### src/hdl/mdio22_pkg.sv
`timescale 1ns / 1ps
// ----------------------------------------------------------------------------
// mdio22_pkg
// Shared types and codes for the clause 22 management bus master.
// ----------------------------------------------------------------------------
package mdio22_pkg;

	// request kinds carried by each bit slot word
	localparam logic [1:0] KIND_TICK  = 2'd0;
	localparam logic [1:0] KIND_READ  = 2'd1;
	localparam logic [1:0] KIND_WRITE = 2'd2;

	localparam int ADDR_W = 10;
	localparam int DATA_W = 16;

	typedef struct packed {
		logic [1:0]  kind;
		logic [4:0]  phy_addr;
		logic [4:0]  reg_addr;
		logic [15:0] write_data;
		logic        mdio_in;
	} req_word_t;

	typedef struct packed {
		logic        mdio_out;
		logic        mdio_drive;
		logic        clock_pulse;
		logic        busy_res;
		logic        frame_done;
		logic [15:0] read_data;
	} rsp_word_t;

	// frame context held between slots (slot index travels beside it)
	typedef struct packed {
		logic              active;
		logic              is_read;
		logic [ADDR_W-1:0] addr_shift;
		logic [DATA_W-1:0] data_shift;
	} frame_ctx_t;

endpackage

### src/hdl/mdio_clause22_master.sv
`timescale 1ns / 1ps
// ----------------------------------------------------------------------------
// mdio_clause22_master
// Clause 22 management bus master; one word in and one word out per MDC slot.
// ----------------------------------------------------------------------------
//
//  channel | dir | handshake             | word
//  --------+-----+-----------------------+-------------------------------------
//  req     | in  | req_valid / req_stall | kind, addresses, write data, sample
//  rsp     | out | rsp_valid / rsp_stall | line level, drive, MDC, busy, done
//
//  Each slot word passes through the input register, then the result register.
//  A new word is taken every cycle while req_stall is low; throughput is then
//  one slot per cycle, set by the combinational slot evaluation feeding state.
//  Reset clears the frame context, slot index and both valid flags.
//  A stall on rsp holds the result register and then the input register;
//  req_stall rises only when the input register is full and cannot drain.
//
module mdio_clause22_master #(
	parameter int PREAMBLE_BITS = 32
) (
	input  logic                  clk,
	input  logic                  arst_n,
	input  logic                  req_valid,
	output logic                  req_stall,
	input  mdio22_pkg::req_word_t req,
	output logic                  rsp_valid,
	input  logic                  rsp_stall,
	output mdio22_pkg::rsp_word_t rsp
);
	import mdio22_pkg::*;

	// slot index must reach the trailing slot, preamble plus 32
	localparam int SLOT_W = $clog2(PREAMBLE_BITS + 33);

	req_word_t         req_s1;
	logic              valid_s1;
	rsp_word_t         rsp_s2;
	logic              valid_s2;
	frame_ctx_t        ctx_q;
	logic [SLOT_W-1:0] slot_q;

	frame_ctx_t        ctx_next;
	logic [SLOT_W-1:0] slot_next;
	rsp_word_t         rsp_next;
	logic              advance;
	logic              take;

	// advance the input word when the result register is empty or draining
	assign advance   = valid_s1 && (!valid_s2 || !rsp_stall);
	assign req_stall = valid_s1 && !advance;
	assign take      = req_valid && !req_stall;

	mdio22_slot_eval #(
		.PREAMBLE_BITS(PREAMBLE_BITS),
		.SLOT_W       (SLOT_W)
	) u_eval (
		.req      (req_s1),
		.ctx      (ctx_q),
		.slot     (slot_q),
		.ctx_next (ctx_next),
		.slot_next(slot_next),
		.rsp      (rsp_next)
	);

	// input register: capture on accept, drop the flag once evaluated
	always_ff @(posedge clk or negedge arst_n) begin
		if (!arst_n) begin
			valid_s1 <= 1'b0;
		end else if (take) begin
			valid_s1 <= 1'b1;
		end else if (advance) begin
			valid_s1 <= 1'b0;
		end
	end

	always_ff @(posedge clk) begin
		if (take) begin
			req_s1 <= req;
		end
	end

	// frame state: commit only when the slot word moves to the result stage
	always_ff @(posedge clk or negedge arst_n) begin
		if (!arst_n) begin
			ctx_q  <= '0;
			slot_q <= '0;
		end else if (advance) begin
			ctx_q  <= ctx_next;
			slot_q <= slot_next;
		end
	end

	// result register: hold while stalled, clear the flag once taken
	always_ff @(posedge clk or negedge arst_n) begin
		if (!arst_n) begin
			valid_s2 <= 1'b0;
		end else if (advance) begin
			valid_s2 <= 1'b1;
		end else if (!rsp_stall) begin
			valid_s2 <= 1'b0;
		end
	end

	always_ff @(posedge clk) begin
		if (advance) begin
			rsp_s2 <= rsp_next;
		end
	end

	assign rsp_valid = valid_s2;
	assign rsp       = rsp_s2;

endmodule

### src/hdl/mdio22_slot_eval.sv
`timescale 1ns / 1ps
// ----------------------------------------------------------------------------
// mdio22_slot_eval
// Evaluates one bit slot: line level, drive, clock and next frame context.
// ----------------------------------------------------------------------------
module mdio22_slot_eval #(
	parameter int PREAMBLE_BITS = 32,
	parameter int SLOT_W        = 7
) (
	input  mdio22_pkg::req_word_t  req,
	input  mdio22_pkg::frame_ctx_t ctx,
	input  logic [SLOT_W-1:0]      slot,
	output mdio22_pkg::frame_ctx_t ctx_next,
	output logic [SLOT_W-1:0]      slot_next,
	output mdio22_pkg::rsp_word_t  rsp
);
	import mdio22_pkg::*;

	localparam logic [SLOT_W-1:0] S_ST0  = SLOT_W'(PREAMBLE_BITS);
	localparam logic [SLOT_W-1:0] S_ST1  = SLOT_W'(PREAMBLE_BITS + 1);
	localparam logic [SLOT_W-1:0] S_OP0  = SLOT_W'(PREAMBLE_BITS + 2);
	localparam logic [SLOT_W-1:0] S_OP1  = SLOT_W'(PREAMBLE_BITS + 3);
	localparam logic [SLOT_W-1:0] S_ADR  = SLOT_W'(PREAMBLE_BITS + 4);
	localparam logic [SLOT_W-1:0] S_TA0  = SLOT_W'(PREAMBLE_BITS + 14);
	localparam logic [SLOT_W-1:0] S_TA1  = SLOT_W'(PREAMBLE_BITS + 15);
	localparam logic [SLOT_W-1:0] S_DAT  = SLOT_W'(PREAMBLE_BITS + 16);
	localparam logic [SLOT_W-1:0] S_TAIL = SLOT_W'(PREAMBLE_BITS + 32);

	logic              start;
	frame_ctx_t        cur;
	logic [SLOT_W-1:0] s;
	logic [SLOT_W-1:0] s_adr_off;
	logic [SLOT_W-1:0] s_dat_off;
	logic [3:0]        adr_bit;
	logic [3:0]        dat_bit;
	logic              done;

	always_comb begin
		start = !ctx.active && (req.kind == KIND_READ || req.kind == KIND_WRITE);
		cur   = ctx;
		s     = slot;
		if (start) begin
			cur.active     = 1'b1;
			cur.is_read    = (req.kind == KIND_READ);
			cur.addr_shift = {req.phy_addr, req.reg_addr};
			cur.data_shift = (req.kind == KIND_READ) ? '0 : req.write_data;
			s              = '0;
		end
	end

	assign s_adr_off = s - S_ADR;
	assign s_dat_off = s - S_DAT;
	assign adr_bit   = 4'd9 - s_adr_off[3:0];
	assign dat_bit   = 4'd15 - s_dat_off[3:0];

	always_comb begin
		ctx_next        = cur;
		rsp.mdio_out    = 1'b1;
		rsp.mdio_drive  = 1'b1;
		rsp.clock_pulse = cur.active;
		rsp.busy_res    = cur.active;
		rsp.read_data   = '0;
		done            = 1'b0;
		if (cur.active) begin
			if (s < S_ST0) begin
				rsp.mdio_out = 1'b1;
			end else if (s == S_ST0) begin
				rsp.mdio_out = 1'b0;
			end else if (s == S_ST1) begin
				rsp.mdio_out = 1'b1;
			end else if (s == S_OP0) begin
				rsp.mdio_out = cur.is_read;
			end else if (s == S_OP1) begin
				rsp.mdio_out = !cur.is_read;
			end else if (s < S_TA0) begin
				rsp.mdio_out = cur.addr_shift[adr_bit];
			end else if (s == S_TA0) begin
				// read turnaround: release the line for the PHY
				rsp.mdio_drive = !cur.is_read;
			end else if (s == S_TA1) begin
				rsp.mdio_out = 1'b0;
			end else if (s < S_TAIL) begin
				if (cur.is_read) begin
					rsp.mdio_drive      = 1'b0;
					ctx_next.data_shift = {cur.data_shift[DATA_W-2:0], req.mdio_in};
				end else begin
					rsp.mdio_out = cur.data_shift[dat_bit];
				end
			end else begin
				done = 1'b1;
				if (cur.is_read) begin
					rsp.mdio_drive = 1'b0;
					rsp.read_data  = cur.data_shift;
				end else begin
					rsp.mdio_out = cur.data_shift[0];
				end
			end
		end
		rsp.frame_done = done;
		if (done) begin
			ctx_next.active = 1'b0;
			slot_next       = '0;
		end else if (cur.active) begin
			slot_next = s + 1'b1;
		end else begin
			slot_next = s;
		end
	end

endmodule
### config.mk
export PLATFORM = sky130hd
export DESIGN_NAME = mdio_clause22_master
export DESIGN_NICKNAME = d
export VERILOG_FILES = /design/src/hdl/mdio22_pkg.sv /design/src/hdl/mdio_clause22_master.sv /design/src/hdl/mdio22_slot_eval.sv
export SDC_FILE = /design/constraint.sdc
export NUM_CORES = 1
export LEC_CHECK = 0
export ABC_AREA = 1
export BUFFER_PORTS_ARGS = -buffer_cell sky130_fd_sc_hd__clkbuf_2
export CAP_MARGIN = 15
export CORE_MARGIN = 4
export CORE_UTILIZATION = 46
export DETAILED_ROUTE_END_ITERATION = 10
export PLACE_DENSITY = 0.76
export SLEW_MARGIN = 10
export SYNTH_ARGS = -nofsm -noshare
export SYNTH_HDL_FRONTEND = slang
export SYNTH_HIERARCHICAL = 1
export SYNTH_SLANG_ARGS = --single-unit
### constraint.sdc
create_clock -name clk -period 2.75 [get_ports clk]
set_input_delay 0.1375 -clock clk [delete_from_list [all_inputs] [get_ports clk]]
set_output_delay 0.1375 -clock clk [all_outputs]
set_load 0.03 [all_outputs]
; ---- Word-level counts from Yosys, hierarchy flattened
; Index checks and enable logic that the tools add are counted.
[classes]
n_addsub = 5
muxes = 48
reduce_logical = 16
bitwise = 2
n_eq_ne = 9
magnitude_cmp = 5
[op_table]
columns = cell, count
row1 = two-way mux 16 bit, 12
row2 = == test 7 x 6 -> 1 bit (second input constant), 6
row3 = two-way mux 1 bit, 29
row4 = two-way mux 28 bit, 1
row5 = two-way mux 7 bit, 3
row6 = < comparator 7 x 6 -> 1 bit (second input constant), 2
row7 = OR reduction 11 bit, 1
row8 = < comparator 4 x 5 -> 1 bit (second input constant), 2
row9 = binary-select mux 1 bit (select 4 bit), 2
row10 = subtractor 4 bit (first input constant), 2
row11 = adder 7 x 1 -> 7 bit (second input constant), 1
row12 = < comparator 7 bit (second input constant), 1
row13 = OR reduction 7 bit, 1
row14 = zero test 1 bit, 6
row15 = logical AND 1 bit, 4
row16 = subtractor 4 x 1 -> 4 bit (second input constant), 1
row17 = subtractor 4 x 3 -> 4 bit (second input constant), 1
row18 = == test 2 x 1 -> 1 bit (second input constant), 1
row19 = == test 2 bit (second input constant), 1
row20 = logical OR 1 bit, 2
row21 = two-way mux 2 bit, 1
row22 = inequality test 2 x 1 -> 1 bit (second input constant), 1
row23 = inverter 1 bit, 2
row24 = nonzero test 2 bit, 1
row25 = OR reduction 2 bit, 1
[totals]
regBits = 86
out_inout_bits = 23
in_bits = 33
word_cells = 102

; ---- Longest topological paths before layout
; Gate-level depths: netlist of the first run.
[depth]
ltp_word = 17
ltp_mapped = 20
ltp_nobuf = 19

; ---- Hierarchy
; Netlist of the first run, hierarchy kept.
[by_module_without_submodules]
columns = mod, area_per_inst_um2, n_inst, seq_area_each_um2, cells_per_inst
row1 = mdio_clause22_master, 3064.2, 1, 2427.3, 213
row2 = mdio22_slot_eval, 1375.1, 1, 0.0, 287

; ---- Worst setup path after synthesis of the first run
; OpenSTA, ideal clock, no wires.
[synth_path]
path_type = register to register
startpoint = register req_s1[27] in the netlist's numbering
endpoint = register ctx_q[11] in the netlist's numbering
setup_time_ps = 65
synth_period_minus_slack_ps = 2654
required_time_ps = 2685
setup_slack_ps = 96
path_buffers = 2
stages_incl_launch_ff = 18
t_arrival_ps = 2589
path_cell_list = edfxtp_1 -> ha_1 -> inv_1 -> nand2_4 -> nand2_1 -> clkbuf_1 -> inv_1 -> ha_1 -> inv_1 -> nor3_1 -> inv_1 -> nor2_1 -> nor4_4 -> buf_4 -> nor2_1 -> a21oi_1 -> nand3_2 -> nand2_1
[synth_rtl]
columns = element, line
row1 = from (decl), mdio_clause22_master.sv:36  ; req_word_t req_s1;
row2 = from (signal assigned), mdio_clause22_master.sv:79  ; req_s1 <= req;
row3 = to (signal assigned), mdio_clause22_master.sv:89  ; ctx_q <= ctx_next;
row4 = to (decl), mdio_clause22_master.sv:40  ; frame_ctx_t ctx_q;

==> results of run 1 <==
timing repair:
| item | CTS | global route |
|---|---|---|
| hold buffers | 31 | 0 |
| resized for setup | 0 | 17 |
| hold endpoints to repair | 67 | 0 |
| endpoints found under the setup margin | 0 | 19 |
| buffers inserted | 0 | 5 |
registers in the layout, summed over array words and instances (netlist names):
register and cells:
req_s1 29, slot_q 7, ctx_q 28, rsp_valid 1, valid_s1 1, rsp 21
worst max-delay path by stage:
stage                from         to  slack, ps  cells past startpoint
6_report       req_s1[27]   ctx_q[3]        150                     16
5_1_grt        req_s1[27]   ctx_q[9]         -8                     16
4_1_cts        req_s1[27]    rsp[20]         10                     17
3_5_place_dp   req_s1[27]    rsp[20]         30                     17
3_3_place_gp   req_s1[27]    rsp[20]        230                     17
2_1_floorplan  req_s1[27]  ctx_q[11]        100                     17
layout by cell type (no fill, tap or decap), types with 3 or more instances in the layout:
master	instances
nand2_2	3
nor2_1	42
inv_1	29
nand4_1	3
edfxtp_1	50
nand3_2	12
dlygate4sd3_1	31
nand2_1	163
inv_2	6
o21ai_1	4
clkbuf_8	9
xor2_1	3
a22oi_1	8
clkbuf_2	55
nand3_1	56
dfrtp_1	37
ha_1	4
a21oi_1	22
o21ai_0	15
buf_4	19
final cells by class:
cell class / count / area [um2] / area share (%)
clock buffers: 11 / 131.4 / 2.405
inverters: 35 / 131.4 / 2.405
well taps: 129 / 161.4 / 2.955
clock inverters: 5 / 58.81 / 1.077
repair buffers: 108 / 784.5 / 14.36
flip-flops and latches: 87 / 2427 / 44.43
multi-input cells: 354 / 1768 / 32.36
logic make-up (layout without fill, tap and decap cells):
logic type	after synthesis	after routing	synth area share, %
compound gates	55	55	6.849
xor+xnor	4	4	0.7893
fa+ha+maj	6	6	1.691
buf+inv	60	159	6.708
flops	87	87	54.68
simple gates	288	289	29.28
power breakdown:
group,switching [mW],internal [mW],leakage [nW]
Clock,0.463,0.423,0.0899
Sequential,0.131,1.59,0.958
Combinational,0.763,0.447,1.46
stage by stage:
| step | cell area [um2] | TNS [ps] | worst slack (ps) | instances | power [mW] |
|---|---|---|---|---|---|
| detailed placement | 4842 | 0 | 26.18 | 675 | 2.852 |
| CTS | 5343 | 0 | 9.875 | 722 | 3.765 |
| global route | 5463 | -14.74 | -8.091 | 729 | 4.059 |
| global placement | 4842 | 0 | 226.4 | 675 | 2.811 |
| finish | 5463 | 0 | 152.3 | 729 | 3.814 |
| floorplan | 4439 | 0 | 95.70 | 500 | 2.542 |
tightest hold or removal path, delay by kind of cell:
family,cells,cell delay [ps]
AND/OR/NAND/NOR,2,160
buffers and inverters,1,80
layer usage:
metal	GRT usage, %	share of wire [%]	up-vias
li1	-	-	1851
met1	25.48	42	1814
met2	31.40	49	178
met3	2.914	7.2	19
met4	7.401	1.7	0
met5	0	0	-
==> reports/results.ini, run 1 <==
[synthesis]
synth_ff_type = edfxtp_1
synth_seq_cells = 87
ys_seq_area_share_pct = 54.68
synthTopCellsByCount = 163 x nand2_1, 57 x nand3_1, 50 x edfxtp_1
yosys.area.top_type = edfxtp_1
synth_enable_flop_cells = 50
synth.distinct_cells = 33
netlist_instances = 500
synth_top_area_share_pct = 33.82
syn_nets = 539
syn_area_um2 = 4439
yosysMostFrequentCell = nand2_1
yosys_warnings = 6
avgSynthCellArea_um2 = 8.879
synthTopCellsByArea = edfxtp_1 34%, dfrtp_1 21%, nand2_1 14%
synthArstFlopShare_pct = 42.53

[timing]
post-route-min-period_ps = 2598
max_slew_margin_pct = 35.07
hold_violations = 0
fin_skew_ps = 19.55
drv_slew = 0
finalCritPeriodShare_pct = 94.46
setup_viol = 0
max_freq_ghz = 0.3850
hold_ws_ps = 71.25
tightest_slew_ps = 974.0

[finish]
syn2layout_area_growth_pct = 23.06
fillers = 786
utilization_pct = 58.56
layout-drive-gt1-share_pct = 20.83
final_nets = 634
antennaDiodeCount = 0

[worst_setup_path]
timing.rr.end = ctx_q[3]
r2r_slack_ps = 150
crit_fanout = 16
worstPathCellList = ha_4, inv_2, nand2_4, nand2_1, inv_2, ha_2, nand3_2, nand3_4, nand3_2, nor4_4, buf_4, buf_12, nor2_1, a21oi_1, nand3_1, nand2_1
cpPeakStageDelay_ps = 430
start_kind = flip-flop
crit_required_ps = 3050
rr_worst_depth = 16
worstSetupPathType = flip-flop to flip-flop
regToRegStartpoint = req_s1[27]
crit_family = simple AND/OR/NAND/NOR gates
worst_ep_arrival_time_ps = 2900
crit_buf_inv = 4
crit_slowest_cell = edfxtp_1
cp-end-kind = flip-flop

[route]
wl_per_cell_um = 14.36
drc = 0
via_per_inst = 5.298
final_antenna_net_count = 0
drt_iter0_drc = 299
wl_mm = 10.47
dr_total_vias = 3862
firstDrtPassIters = 6

[grt]
grt_max_degree = 38
grt_pass1_vias = 3623
grt_use_total_pct = 19.09
antenna_found_initial = 0
grt-ovfl-total = 0
grt_pass1_wl_mm = 17.32

[worst_hold_path]
hold_depth = 3
hold_class = primary input to flip-flop
holdCritStartpoint = rsp_stall
holdPathEnd = rsp_valid

[pwr]
p_leak_nw = 2.507
irDropWorstVdd_mv = 0.3756
p_per_area_nw_per_um2 = 698.1

[clocking]
cts_made_buffers = 9
cts_buffer_depth = 2
cts.sinks = 87
cts-root-buf = clkbuf_8
clkTransAtPathRegs_ps = 90
cts_tree = done
clock_latency_ps = 370
htreeDepth = 3

[floorplan]
initial_core_util_pct = 47.59
rows = 35
dieArea_um2 = 11290
die_x_um = 106.2
core_area_um2 = 9328
fp.dieH_um = 106.2
ios = 56

[run]
drv_cap = 0

[status]
status = finished clean

[place]
dp.final_hpwl_mm = 6.806
port-buffer-count = 55
globalplace.congestion = 0.9658

Note: power is estimated with default switching activity, not from simulation.
==> run 2, diff against run 1 <==
- CAP_MARGIN: 15 -> default
- CORE_ASPECT_RATIO: default -> 2
- clock period: 2.75 -> 2.3 ns (I/O delays scaled with it)
==> run 2 against run 1 <==
The flow now finishes with violations (setup timing). Critical path depth fell by 1. Critical path type unchanged. Non-clock buffer count up 46. Maximum frequency increased by 4.2%. Global-route usage is 3.0 points higher. Utilization is 7.0 points higher. Sequential share of layout area down 5.0 points. Clock skew is 12 ps lower. Register-to-register slack got worse by 350 ps. Highest routed layer unchanged. Sequential power rose by 20%. First-iteration DRC count up 22%. Clock power grew 50%.
==> reports/results.ini, run 2 (synthesis gave the netlist of run 1 again) <==
[worst_hold_path]
holdCritStartpoint = rsp_stall
hold_depth = 4
hold_class = primary input to flip-flop
holdPathEnd = slot_q[4]

[timing]
finalCritPeriodShare_pct = 108.4
max_slew_margin_pct = 32.66
setup_viol = 20
tightest_slew_ps = 1010
rsz0062_at_grt = yes
hold_ws_ps = 187.2
drv_slew = 0
post-route-min-period_ps = 2493
hold_violations = 0
fin_skew_ps = 7.741
max_freq_ghz = 0.4011
setup_ws_ps = -192.9

[place]
globalplace.congestion = 0.9627
dp.final_hpwl_mm = 8.147
port-buffer-count = 55
place_inst = 685

[finish]
fillers = 704
utilization_pct = 65.57
multiInputGateArea_um2 = 1972
layout_commonest_cell = nand2_1
seq_area_um2 = 2427
layout-drive-gt1-share_pct = 31.78
largest_register = req_s1
syn2layout_area_growth_pct = 38.61
stdcell_count = 749
largest_register_ffs = 29
mostFrequentLayoutCells = 152 x nand2_1, 57 x buf_4, 56 x nand3_1, 55 x clkbuf_2, 50 x edfxtp_1
antennaDiodeCount = 0
final_nets = 679

[route]
dr_total_vias = 4107
final_antenna_net_count = 0
drt_iter0_drc = 365
drc = 0
wl_per_cell_um = 16.55
firstDrtPassIters = 5
via_per_inst = 5.483
wl_mm = 12.40

[grt]
grt_max_degree = 38
grt_use_total_pct = 22.11
antenna_found_initial = 0
grt-ovfl-total = 0
grt_pass1_vias = 4097
grt_pass1_wl_mm = 19.77

[clocking]
cts.sinks = 87
htreeDepth = 3
clkTransAtPathRegs_ps = 60
cts_tree = done
cts_buffer_depth = 2
cts-root-buf = clkbuf_16
cts_made_buffers = 9
clock_latency_ps = 340

[pwr]
p_per_area_nw_per_um2 = 847.5
p_leak_nw = 2.861
switching_share_pct = 35.61
pwr-share-comb_pct = 34.9
clkPwrFrac_pct = 25.5
irDropWorstVdd_mv = 0.5806
seqPwrFrac_pct = 39.5
p_int_mw = 3.358
p_switching_mw = 1.857

[floorplan]
ios = 56
core_area_um2 = 9384
fp.dieH_um = 146.9
dieArea_um2 = 11380
die_x_um = 77.47
initial_core_util_pct = 47.31
rows = 50

[worst_setup_path]
r2r_slack_ps = -190
crit_buf_inv = 5
critPathLaunch = req_s1[27]
crit_required_ps = 2530
crit_slowest_cell = edfxtp_1
timing.rr.end = ctx_q[13]
cp-end-kind = flip-flop
crit_family = simple AND/OR/NAND/NOR gates
worstPathCellList = ha_4, inv_4, nand2_8, nand2_8, nor3_4, buf_4, inv_1, nor2_4, nor4_4, buf_4, buf_12, nor2_1, a21oi_2, nand3_2, nand2_1
start_kind = flip-flop
rr_worst_depth = 15
cpPeakStageDelay_ps = 430
crit_fanout = 8
worst_ep_arrival_time_ps = 2730
path_depth = 15
worstSetupPathType = flip-flop to flip-flop
regToRegStartpoint = req_s1[27]

[status]
violations = setup timing
status = complete, but fails checks

[run]
drv_cap = 0

## run 2: how the worst max path moves through the flow
stage                           end  slack, ps
final                     ctx_q[13]       -190
after global routing      ctx_q[13]       -280
after CTS                  ctx_q[5]       -120
after global placement      rsp[20]       -170
after floorplan           ctx_q[11]        -40
after detailed placement    rsp[20]       -150
## run 2: area by class of cell
cell class | instances | area share (%)
flip-flops and latches | 87 | 39.45
multi-input cells | 353 | 32.05
repair buffers | 154 | 19.80
clock buffers | 11 | 3.782
inverters | 35 | 2.257
well taps | 104 | 2.115
clock inverters | 5 | 0.5490
## run 2: timing repair
action	4_1_cts	5_1_grt
resized for setup	22	50
gates cloned	2	1
buffers inserted	9	5
hold buffers	31	0
endpoints found under the setup margin	17	20
hold endpoints to repair	67	0
pin swaps	4	24
## run 2: power groups by stage
stage | clock, mW | sequential [mW] | combinational [mW]
after global routing | 1.41 | 2.09 | 1.99
after CTS | 1.34 | 2.06 | 1.67
final | 1.33 | 2.06 | 1.82
after floorplan | 0 | 2.08 | 0.996
after detailed placement | 0 | 2.08 | 1.54
after global placement | 0 | 2.07 | 1.50
## run 2: tightest hold or removal path, cell delays in order
cell and delay, ps:
clkbuf_2 80, nand2_2 130, nand3_1 110, nand2_1 50
## run 2: per-layer routing
metal	vias up	share of wire (%)	global-route usage, %
met1	1941	36	23.22
met2	169	55	40.64
met4	0	4.5	11.94
met3	53	4.4	4.172
li1	1944	-	-
met5	-	0	0
## run 2: per-stage QoR
stage / instance area [um2] / TNS, ps / total power, mW / setup WS (ps)
finish: 6153 / -2409 / 5.215 / -192.9
global route: 6153 / -4711 / 5.486 / -283.9
CTS: 5931 / -1520 / 5.066 / -124.2
detailed placement: 5149 / -1586 / 3.614 / -148.5
global placement: 5149 / -1549 / 3.570 / -171.7
floorplan: 4499 / -548.7 / 3.076 / -38.39
==> run 3, diff against run 2 <==
==> constraint.sdc (replaced) <==
create_clock -name clk -period 2.3 [get_ports clk]
set_input_delay 0.115 -clock clk [delete_from_list [all_inputs] [get_ports clk]]
set_output_delay 0.115 -clock clk [all_outputs]
set_load 0.1 [all_outputs]
==> run 3 against run 2 <==
The run still ends with setup timing left. Final area decreased by 0.35%. Die area unchanged. Register-to-register slack improved by 70 ps. Largest cell class unchanged.
==> reports/results.ini, run 3 (synthesis gave the netlist of run 1 again) <==
[status]
status = complete, but fails checks
violations = setup timing

[worst_setup_path]
start_kind = flip-flop
crit_fanout = 8
timing.rr.end = ctx_q[5]
worstSetupPathType = flip-flop to flip-flop
rr_worst_depth = 16
crit_required_ps = 2530
worst_ep_arrival_time_ps = 2650
cpPeakStageDelay_ps = 420
regToRegStartpoint = req_s1[27]
r2r_slack_ps = -120
crit_slowest_cell = edfxtp_1
worstPathCellList = ha_4, inv_4, nand2_8, nand2_4, inv_6, ha_4, nand3_4, buf_6, nor2_4, nor4_4, buf_6, buf_12, buf_16, a21oi_2, nand3_1, nand2_1
cp-end-kind = flip-flop

[clocking]
cts-root-buf = clkbuf_16
cts_made_buffers = 9
clkTransAtPathRegs_ps = 60
cts_tree = done
cts_buffer_depth = 2
clock_latency_ps = 340
cts.sinks = 87
htreeDepth = 3

[worst_hold_path]
hold_class = primary input to flip-flop
holdPathEnd = slot_q[3]
hold_depth = 4
holdCritStartpoint = rsp_stall

[route]
drc = 0
wl_per_cell_um = 16.28
firstDrtPassIters = 6
drt_iter0_drc = 415
dr_total_vias = 4090
via_per_inst = 5.505
final_antenna_net_count = 0
wl_mm = 12.10

[pwr]
power_mw = 5.297
p_leak_nw = 2.823
irDropWorstVdd_mv = 0.5646
p_per_area_nw_per_um2 = 863.9

[timing]
fin_skew_ps = 4.798
post-route-min-period_ps = 2418
fin_setup_tns_ps = -1643
finalCritPeriodShare_pct = 105.1
tightest_slew_ps = 973.0
setup_ws_ps = -118.1
hold_violations = 0
rsz0062_at_grt = yes
hold_ws_ps = 194.1
max_freq_ghz = 0.4136
max_slew_margin_pct = 35.13
drv_slew = 0
setup_viol = 17

[floorplan]
initial_core_util_pct = 47.31
dieArea_um2 = 11380
fp.dieH_um = 146.9
die_x_um = 77.47
core_area_um2 = 9384
rows = 50
ios = 56

[place]
dpl-instance-area_um2 = 5111
pre_cts_ws_ps = -132.3
globalplace.congestion = 0.8826
place_inst = 680
dp.final_hpwl_mm = 7.919
port-buffer-count = 55

[finish]
antennaDiodeCount = 0
layout_commonest_cell = nand2_1
layout-drive-gt1-share_pct = 31.92
mostFrequentLayoutCells = 155 x nand2_1, 56 x nand3_1, 54 x clkbuf_2, 52 x buf_4, 50 x edfxtp_1
utilization_pct = 65.35
largest_register_ffs = 29
stdcell_count = 743
syn2layout_area_growth_pct = 38.13
largest_register = req_s1
final_nets = 674
fin_area_um2 = 6132

[grt]
grt-ovfl-total = 0
grt_use_total_pct = 22.37
grt_pass1_vias = 4159
grt_pass1_wl_mm = 20.13
grt_max_degree = 38
antenna_found_initial = 0

[run]
drv_cap = 0

run 3: cell count changes in the layout (fill, tap and decap cells not counted), sizes merged:
cell	delta
clkinvlp	-2
buf	-3
inv	-1
clkinv	+2
clkbuf	-2
run 3: per-layer routing:
metal / vias up / track usage (%) / wire length (um)
li1: 1928 / - / -
met3: 55 / 3.988 / 681
met1: 1903 / 24.68 / 4399
met5: - / 0 / 0
met4: 0 / 12.75 / 529
met2: 204 / 39.69 / 6487
run 3: worst max path at each step:
stage	to	startpoint
CTS	ctx_q[8]	req_s1[27]
global route	rsp[20]	req_s1[27]
global placement	rsp[20]	req_s1[28]
finish	ctx_q[5]	req_s1[27]
detailed placement	ctx_q[9]	req_s1[27]
floorplan	ctx_q[11]	req_s1[27]
run 3: worst max-delay path, delay by kind of cell, from the launching register on:
kind | cells | cell delay [ps]
fa+ha+maj | 2 | 440
simple gates | 7 | 700
compound gates | 1 | 50
buf+inv | 6 | 680
flops | 1 | 420
run 3: cell type report:
type	count	area, um2
inverters	35	138.9
multi-input cells	353	1979
flip-flops and latches	87	2427
well taps	104	130.1
fillers	742	3252
clock buffers	11	232.7
clock inverters	4	23.77
repair buffers	149	1200
run 3: what timing repair did:
action | in CTS | in global routing
pin swaps | 13 | 18
buffers inserted | 11 | 4
gates cloned | 3 | 0
hold endpoints to repair | 67 | 0
hold buffers | 31 | 0
resized for setup | 57 | 20
endpoints found under the setup margin | 28 | 23
run 3: report_power, final:
| group | switching [mW] | total (mW) | internal [mW] |
|---|---|---|---|
| sequential | 0.168 | 2.07 | 1.90 |
| combinational | 1.22 | 1.94 | 0.725 |
| clock | 0.563 | 1.28 | 0.722 |
| total | 1.95 | 5.30 | 3.35 |
